**src/rtl/env_sensor_compensation_unit_defines.svh**
```systemverilog
// Assertion helpers shared by the compensation unit.
`ifndef ENV_SENSOR_COMPENSATION_UNIT_DEFINES_SVH
`define ENV_SENSOR_COMPENSATION_UNIT_DEFINES_SVH

// Same-cycle implication, sampled on clock, off during reset.
`define ESC_ASSERT_IMPLY(label, ante, cons) \
   label: assert property (@(posedge clock) disable iff (reset) (ante) |-> (cons)) \
      else $error("implication check failed");

// Next-cycle implication, sampled on clock, off during reset.
`define ESC_ASSERT_NEXT(label, ante, cons) \
   label: assert property (@(posedge clock) disable iff (reset) (ante) |=> (cons)) \
      else $error("next-cycle check failed");

`endif

```
**src/rtl/esc_pkg.sv**
```systemverilog
package esc_pkg;

   localparam int FRONT_STAGES = 12;
   localparam int DIV_STAGES   = 32;

   localparam logic [31:0] T_OFFSET_P   = 32'd64000;
   localparam logic [31:0] T_OFFSET_H   = 32'd76800;
   localparam logic [31:0] HUM_MAX      = 32'd419430400;
   localparam logic [31:0] P_BASE       = 32'd1048576;
   localparam logic [31:0] P_SCALE      = 32'd3125;
   localparam logic [31:0] P_ROUND      = 32'd32768;
   localparam logic [31:0] H_ROUND_B    = 32'd16384;
   localparam logic [31:0] H_OFFSET_D   = 32'd2097152;
   localparam logic [31:0] H_ROUND_D    = 32'd8192;
   localparam logic [31:0] PRESS_MAX    = 32'd262143;

   typedef enum logic [2:0] {
      CSR_TEMP_TRIM    = 3'd0,
      CSR_PRESS_TRIM_A = 3'd1,
      CSR_PRESS_TRIM_B = 3'd2,
      CSR_PRESS_TRIM_C = 3'd3,
      CSR_HUM_TRIM_A   = 3'd4,
      CSR_HUM_TRIM_B   = 3'd5
   } esc_csr_type;

   typedef struct packed {
      logic [19:0] raw_pressure;
      logic [19:0] raw_temperature;
      logic [15:0] raw_humidity;
   } esc_req_type;

   typedef struct packed {
      logic signed [15:0] temperature_centi;
      logic [17:0]        pressure_pa;
      logic               pressure_div_zero;
      logic [16:0]        humidity_q10;
   } esc_rsp_type;

   typedef struct packed {
      logic [47:0] temp_trim;
      logic [47:0] press_trim_a;
      logic [47:0] press_trim_b;
      logic [47:0] press_trim_c;
      logic [31:0] hum_trim_a;
      logic [31:0] hum_trim_b;
   } esc_trim_type;

   // results that ride alongside the pressure division
   typedef struct packed {
      logic signed [15:0] temp_centi;
      logic [16:0]        hum_q10;
      logic               div_zero;
      logic               half;
   } esc_side_type;

   function automatic logic [31:0] sra32(input logic [31:0] v, input int n);
      logic signed [31:0] s;
      s = $signed(v);
      return 32'(s >>> n);
   endfunction

   function automatic logic [31:0] sx16(input logic [15:0] v);
      return {{16{v[15]}}, v};
   endfunction

   function automatic logic [31:0] sx12(input logic [11:0] v);
      return {{20{v[11]}}, v};
   endfunction

   function automatic logic [31:0] sx8(input logic [7:0] v);
      return {{24{v[7]}}, v};
   endfunction

endpackage

```
**src/rtl/esc_back.sv**
```systemverilog
module esc_back (
   input  logic                  clock,
   input  logic                  reset,
   input  logic                  en,
   input  logic                  in_vld,
   input  logic [31:0]           in_quo,
   input  esc_pkg::esc_side_type in_side,
   input  esc_pkg::esc_trim_type trim,
   output logic                  out_vld,
   output esc_pkg::esc_rsp_type  out_data
);
   import esc_pkg::*;

   logic [31:0] p7, p8, p9, p_in, fin, sum;
   logic [31:0] b1_p_ff, b1_sq_ff, b1_pb_ff;
   logic [31:0] b2_p_ff, b2_a_ff, b2_b_ff;
   esc_side_type b1_side_ff, b2_side_ff;
   logic [1:0] vld_ff;
   logic out_vld_ff;
   esc_rsp_type out_data_ff, out_data_in;

   always_comb begin
      p7   = sx16(trim.press_trim_c[15:0]);
      p8   = sx16(trim.press_trim_c[31:16]);
      p9   = sx16(trim.press_trim_c[47:32]);
      p_in = in_side.half ? (in_quo << 1) : in_quo;
      sum  = b2_a_ff + b2_b_ff + p7;
      fin  = b2_p_ff + sra32(sum, 4);
      out_data_in.temperature_centi = b2_side_ff.temp_centi;
      out_data_in.humidity_q10      = b2_side_ff.hum_q10;
      out_data_in.pressure_div_zero = b2_side_ff.div_zero;
      if (b2_side_ff.div_zero || fin[31]) begin
         out_data_in.pressure_pa = 18'd0;
      end else if (fin > PRESS_MAX) begin
         out_data_in.pressure_pa = PRESS_MAX[17:0];
      end else begin
         out_data_in.pressure_pa = fin[17:0];
      end
   end

   always_ff @(posedge clock) begin
      if (reset) begin
         vld_ff     <= '0;
         out_vld_ff <= 1'b0;
      end else if (en) begin
         vld_ff     <= {vld_ff[0], in_vld};
         out_vld_ff <= vld_ff[1];
      end
   end

   always_ff @(posedge clock) begin
      if (en) begin
         b1_p_ff    <= p_in;
         b1_sq_ff   <= (p_in >> 3) * (p_in >> 3);
         b1_pb_ff   <= (p_in >> 2) * p8;
         b1_side_ff <= in_side;

         b2_a_ff    <= sra32(p9 * (b1_sq_ff >> 13), 12);
         b2_b_ff    <= sra32(b1_pb_ff, 13);
         b2_p_ff    <= b1_p_ff;
         b2_side_ff <= b1_side_ff;

         out_data_ff <= out_data_in;
      end
   end

   assign out_vld  = out_vld_ff;
   assign out_data = out_data_ff;

endmodule

```
**config.mk**
```make
export PLATFORM = sky130hd
export DESIGN_NAME = esc_back
export DESIGN_NICKNAME = d
export VERILOG_FILES = /design/src/rtl/env_sensor_compensation_unit_defines.svh /design/src/rtl/esc_pkg.sv /design/src/rtl/esc_back.sv
export SDC_FILE = /design/constraint.sdc
export NUM_CORES = 2
export LEC_CHECK = 0
export ABC_AREA = 1
export BUFFER_PORTS_ARGS = -buffer_cell sky130_fd_sc_hd__buf_4
export CELL_PAD_IN_SITES_DETAIL_PLACEMENT = 1
export CELL_PAD_IN_SITES_GLOBAL_PLACEMENT = 1
export CORE_ASPECT_RATIO = 0.75
export CORE_MARGIN = 5
export CORE_UTILIZATION = 48
export DETAILED_ROUTE_END_ITERATION = 8
export GPL_TIMING_DRIVEN = 0
export MAX_ROUTING_LAYER = met4
export PLACE_DENSITY = 0.93
export SLEW_MARGIN = 25
export SYNTH_ARGS = -nofsm -noshare
export SYNTH_HDL_FRONTEND = slang
export SYNTH_SLANG_ARGS = --single-unit
export TNS_END_PERCENT = 100
```
**constraint.sdc**
```tcl
create_clock -name clock -period 8.7 [get_ports clock]
set_input_delay 0 -clock clock [delete_from_list [all_inputs] [get_ports clock]]
set_output_delay 0 -clock clock [all_outputs]
set_load 0.01 [all_outputs]
```
==> flow_summary.toml <==
[final_layout]
drive_above_1_share_pct = 5.461
n_fill_cell = 11840
fin_nets = 7410
fin_cells = 7159
final_area_mm2 = 0.05231
syn2layout_area_growth_pct = 9.095

[drt]
first_pass_iters = 5
routedWlPerCell_um = 25.65
drtAntennaViolNets = 0
vias_per_cell = 5.685
drt_iter0_drc = 3767
drc = 0
via_count = 40700
wl_um = 183600

[placed_design]
place.gp.congestion = 1.014
io_buffers = 155
post-place-cells = 7055
dpl-instance-area_mm2 = 0.05086
hpwl_um = 149800
post-place-ws_ns = -0.6972

[synth]
synth-seq-cells = 264
synth_nets = 7179
synthCells = 5570
synth_top_area_cell = "fa_1"
ys_top_cells_by_area = "fa_1, edfxtp_1, inv_1, ha_1, nand2_1"
ys_seq_area_share_pct = 16.47
synth-main-ff-cell = "edfxtp_1"
ys_warn_count = 0
syn_avg_cell_area_um2 = 8.608
async_flop_share_pct = 0
synth-edff-count = 261
netlist-cell-type-count = 59
yosysTopAreaCellShare_pct = 38.50
synth_area_mm2 = 0.04794

[sta]
fin_ws_ns = 0.2884
report.final.slew_viol_count = 0
hold_viol = 0
relSlewSlack_pct = 18.45
grt_setup_unrepaired = "false"
fin_crit_sh_pct = 96.68
fin_crit_ns = 8.412
finClkSkew_ns = 0.05540
tightest_slew_ns = 1.215
fmax_mhz = 118.9
setup_violations = 0

[clock_tree]
cts_root_buf = "clkbuf_16"
cts_made_buffers = 30
cts_max_path_buffers = 3
worstSkewPairLatency_ns = 0.61
clk_pin_slew_ns = 0.06
cts_sinks = 264
htreeDepth = 1
post_cts_buffers = 0
cts_tree = "done"

[floorplanning]
pin_count = 380
start_util_pct = 48.32
die_x_um = 374.9
core_mm2 = 0.09922
die_area_mm2 = 0.1064
die_h_um = 283.7
rows = 100

[setup_path]
end_kind = "flop"
critPathKind = "in2reg"
path_max_fanout = 10
start_kind = "input port"
cp_data_arrival_time_ns = 8.74
critical_path_required_ns = 9.02
cpPeakStageDelay_ns = 0.72
crit_path_frequent_cell = "fa_1"
critPathSlowestCell = "clkdlybuf4s15_1"

[hold_path]
hold_class = "in2reg"

[global_routing]
grt_overflow_total = 0
grt_pass1_vias = 46500
grt_use_total_pct = 35.38
antenna_found_initial = 12
grt_pass1_wl_um = 276900
grt_start_max_net_pins = 106

[flow_run]
maxCapViolCount = 0

[outcome]
status = "complete, no violations"
per-stage QoR:
stage          setup TNS [ns]  hold WS (ns)  util [%]
3_3_place_gp          -0.2856        0.1772     51.17
2_1_floorplan               0       0.06907         -
6_report                    0       0.03498     52.72
3_5_place_dp           -1.855        0.1801     51.26
4_1_cts                     0       0.01404     52.65
5_1_grt                     0       0.02398     52.70
cells in the mapped netlist, types with 4 or more instances:
cell / number
ha_1: 360
or2_2: 15
buf_6: 10
xor2_1: 87
a21oi_1: 158
nor2_1: 500
inv_2: 6
buf_1: 22
buf_4: 4
o21ai_2: 13
nand4_1: 22
o21ai_4: 5
fa_1: 922
nand3_1: 98
nor2_2: 6
o221ai_1: 8
o21ai_1: 11
xnor2_1: 54
nand2_2: 17
clkbuf_1: 124
o21a_1: 11
buf_2: 4
a31oi_1: 9
nand2_1: 1150
o21ai_0: 57
nor3_1: 34
a21o_1: 12
o21bai_1: 13
nand3b_1: 5
edfxtp_1: 261
inv_1: 1522
worst paths after layout:
kind / cells after the start / slack (ns) / from / end
max reg2reg: 24 / 1.08 / b1_sq_ff[22] / b2_a_ff[18]
min reg2reg: 0 / 0.40 / b1_side_ff[16] / b2_side_ff[16]
min: 3 / 0.03 / in_quo[30] / b1_p_ff[31]
max: 30 / 0.29 / in_side[0] / b1_sq_ff[31]
sequential cells by signal, summed over array words and instances, names as in the netlist:
| register | flops |
|---|---|
| out_vld | 1 |
| out_data | 52 |
| b2_side_ff | 34 |
| vld_ff | 2 |
| b2_b_ff | 19 |
| b2_p_ff | 32 |
| b1_p_ff | 32 |
| b1_side_ff | 34 |
| b2_a_ff | 20 |
| b1_pb_ff | 19 |
| b1_sq_ff | 19 |
layout by cell type, fill, tap and decap left out, types with 8 or more instances in the layout:
cell / instances
nand2_2: 17
o21bai_1: 13
dlygate4sd3_1: 39
buf_6: 12
clkbuf_1: 119
o21ai_0: 55
buf_1: 18
nand4_1: 22
o21ai_1: 8
nor2_1: 500
nand3_1: 98
inv_1: 1522
nor3_1: 34
clkinv_1: 11
diode_2: 10
xor2_1: 87
nand2_1: 1150
or2_2: 15
a21oi_1: 158
ha_1: 360
fa_1: 922
a31oi_1: 9
o21a_1: 11
buf_4: 159
clkbuf_16: 30
xnor2_1: 54
a21o_1: 12
o221ai_1: 8
o21ai_2: 18
edfxtp_1: 261
layout make-up:
cell class | count | area, µm² | area share (%)
antenna | 10 | 25.02 | 0.04784
buffer | 165 | 737.0 | 1.409
clock buffer | 32 | 758.2 | 1.450
clock inverter | 22 | 227.7 | 0.4354
inverter | 1531 | 5747 | 10.99
multi-input combinational | 3610 | 33610 | 64.25
sequential | 264 | 7898 | 15.10
tap | 1326 | 1659 | 3.172
timing repair buffer | 199 | 1647 | 3.148
cells by family after synthesis:
group | synth area share (%)
AND/OR/NAND/NOR | 15.50
buffers and inverters | 13.48
adder cells (fa/ha/maj) | 47.89
AO/OA/AOI/OAI | 4.037
flip-flops | 16.47
XOR/XNOR | 2.610
critical path: cells and delay by family:
kind	cells	cell delay, ns
fa+ha+maj	9	4.28
simple gates	7	1.34
buf+inv	10	1.70
compound gates	4	1.34
routing by layer:
metal	track usage [%]	wire, µm	part of all wire (%)
met4	16.63	11250	6.1
met3	11.31	22680	12
met1	42.28	67150	37
met5	-	0	0
met2	54.69	82520	45
what timing repair did:
action	in CTS	in global routing
setup endpoints to repair	1	2
hold endpoints to repair	92	0
resized for setup	1	9
hold buffers	39	0
Power is not shown: default switching activity piles up to over one toggle a cycle in this logic, so the estimate is an artifact.
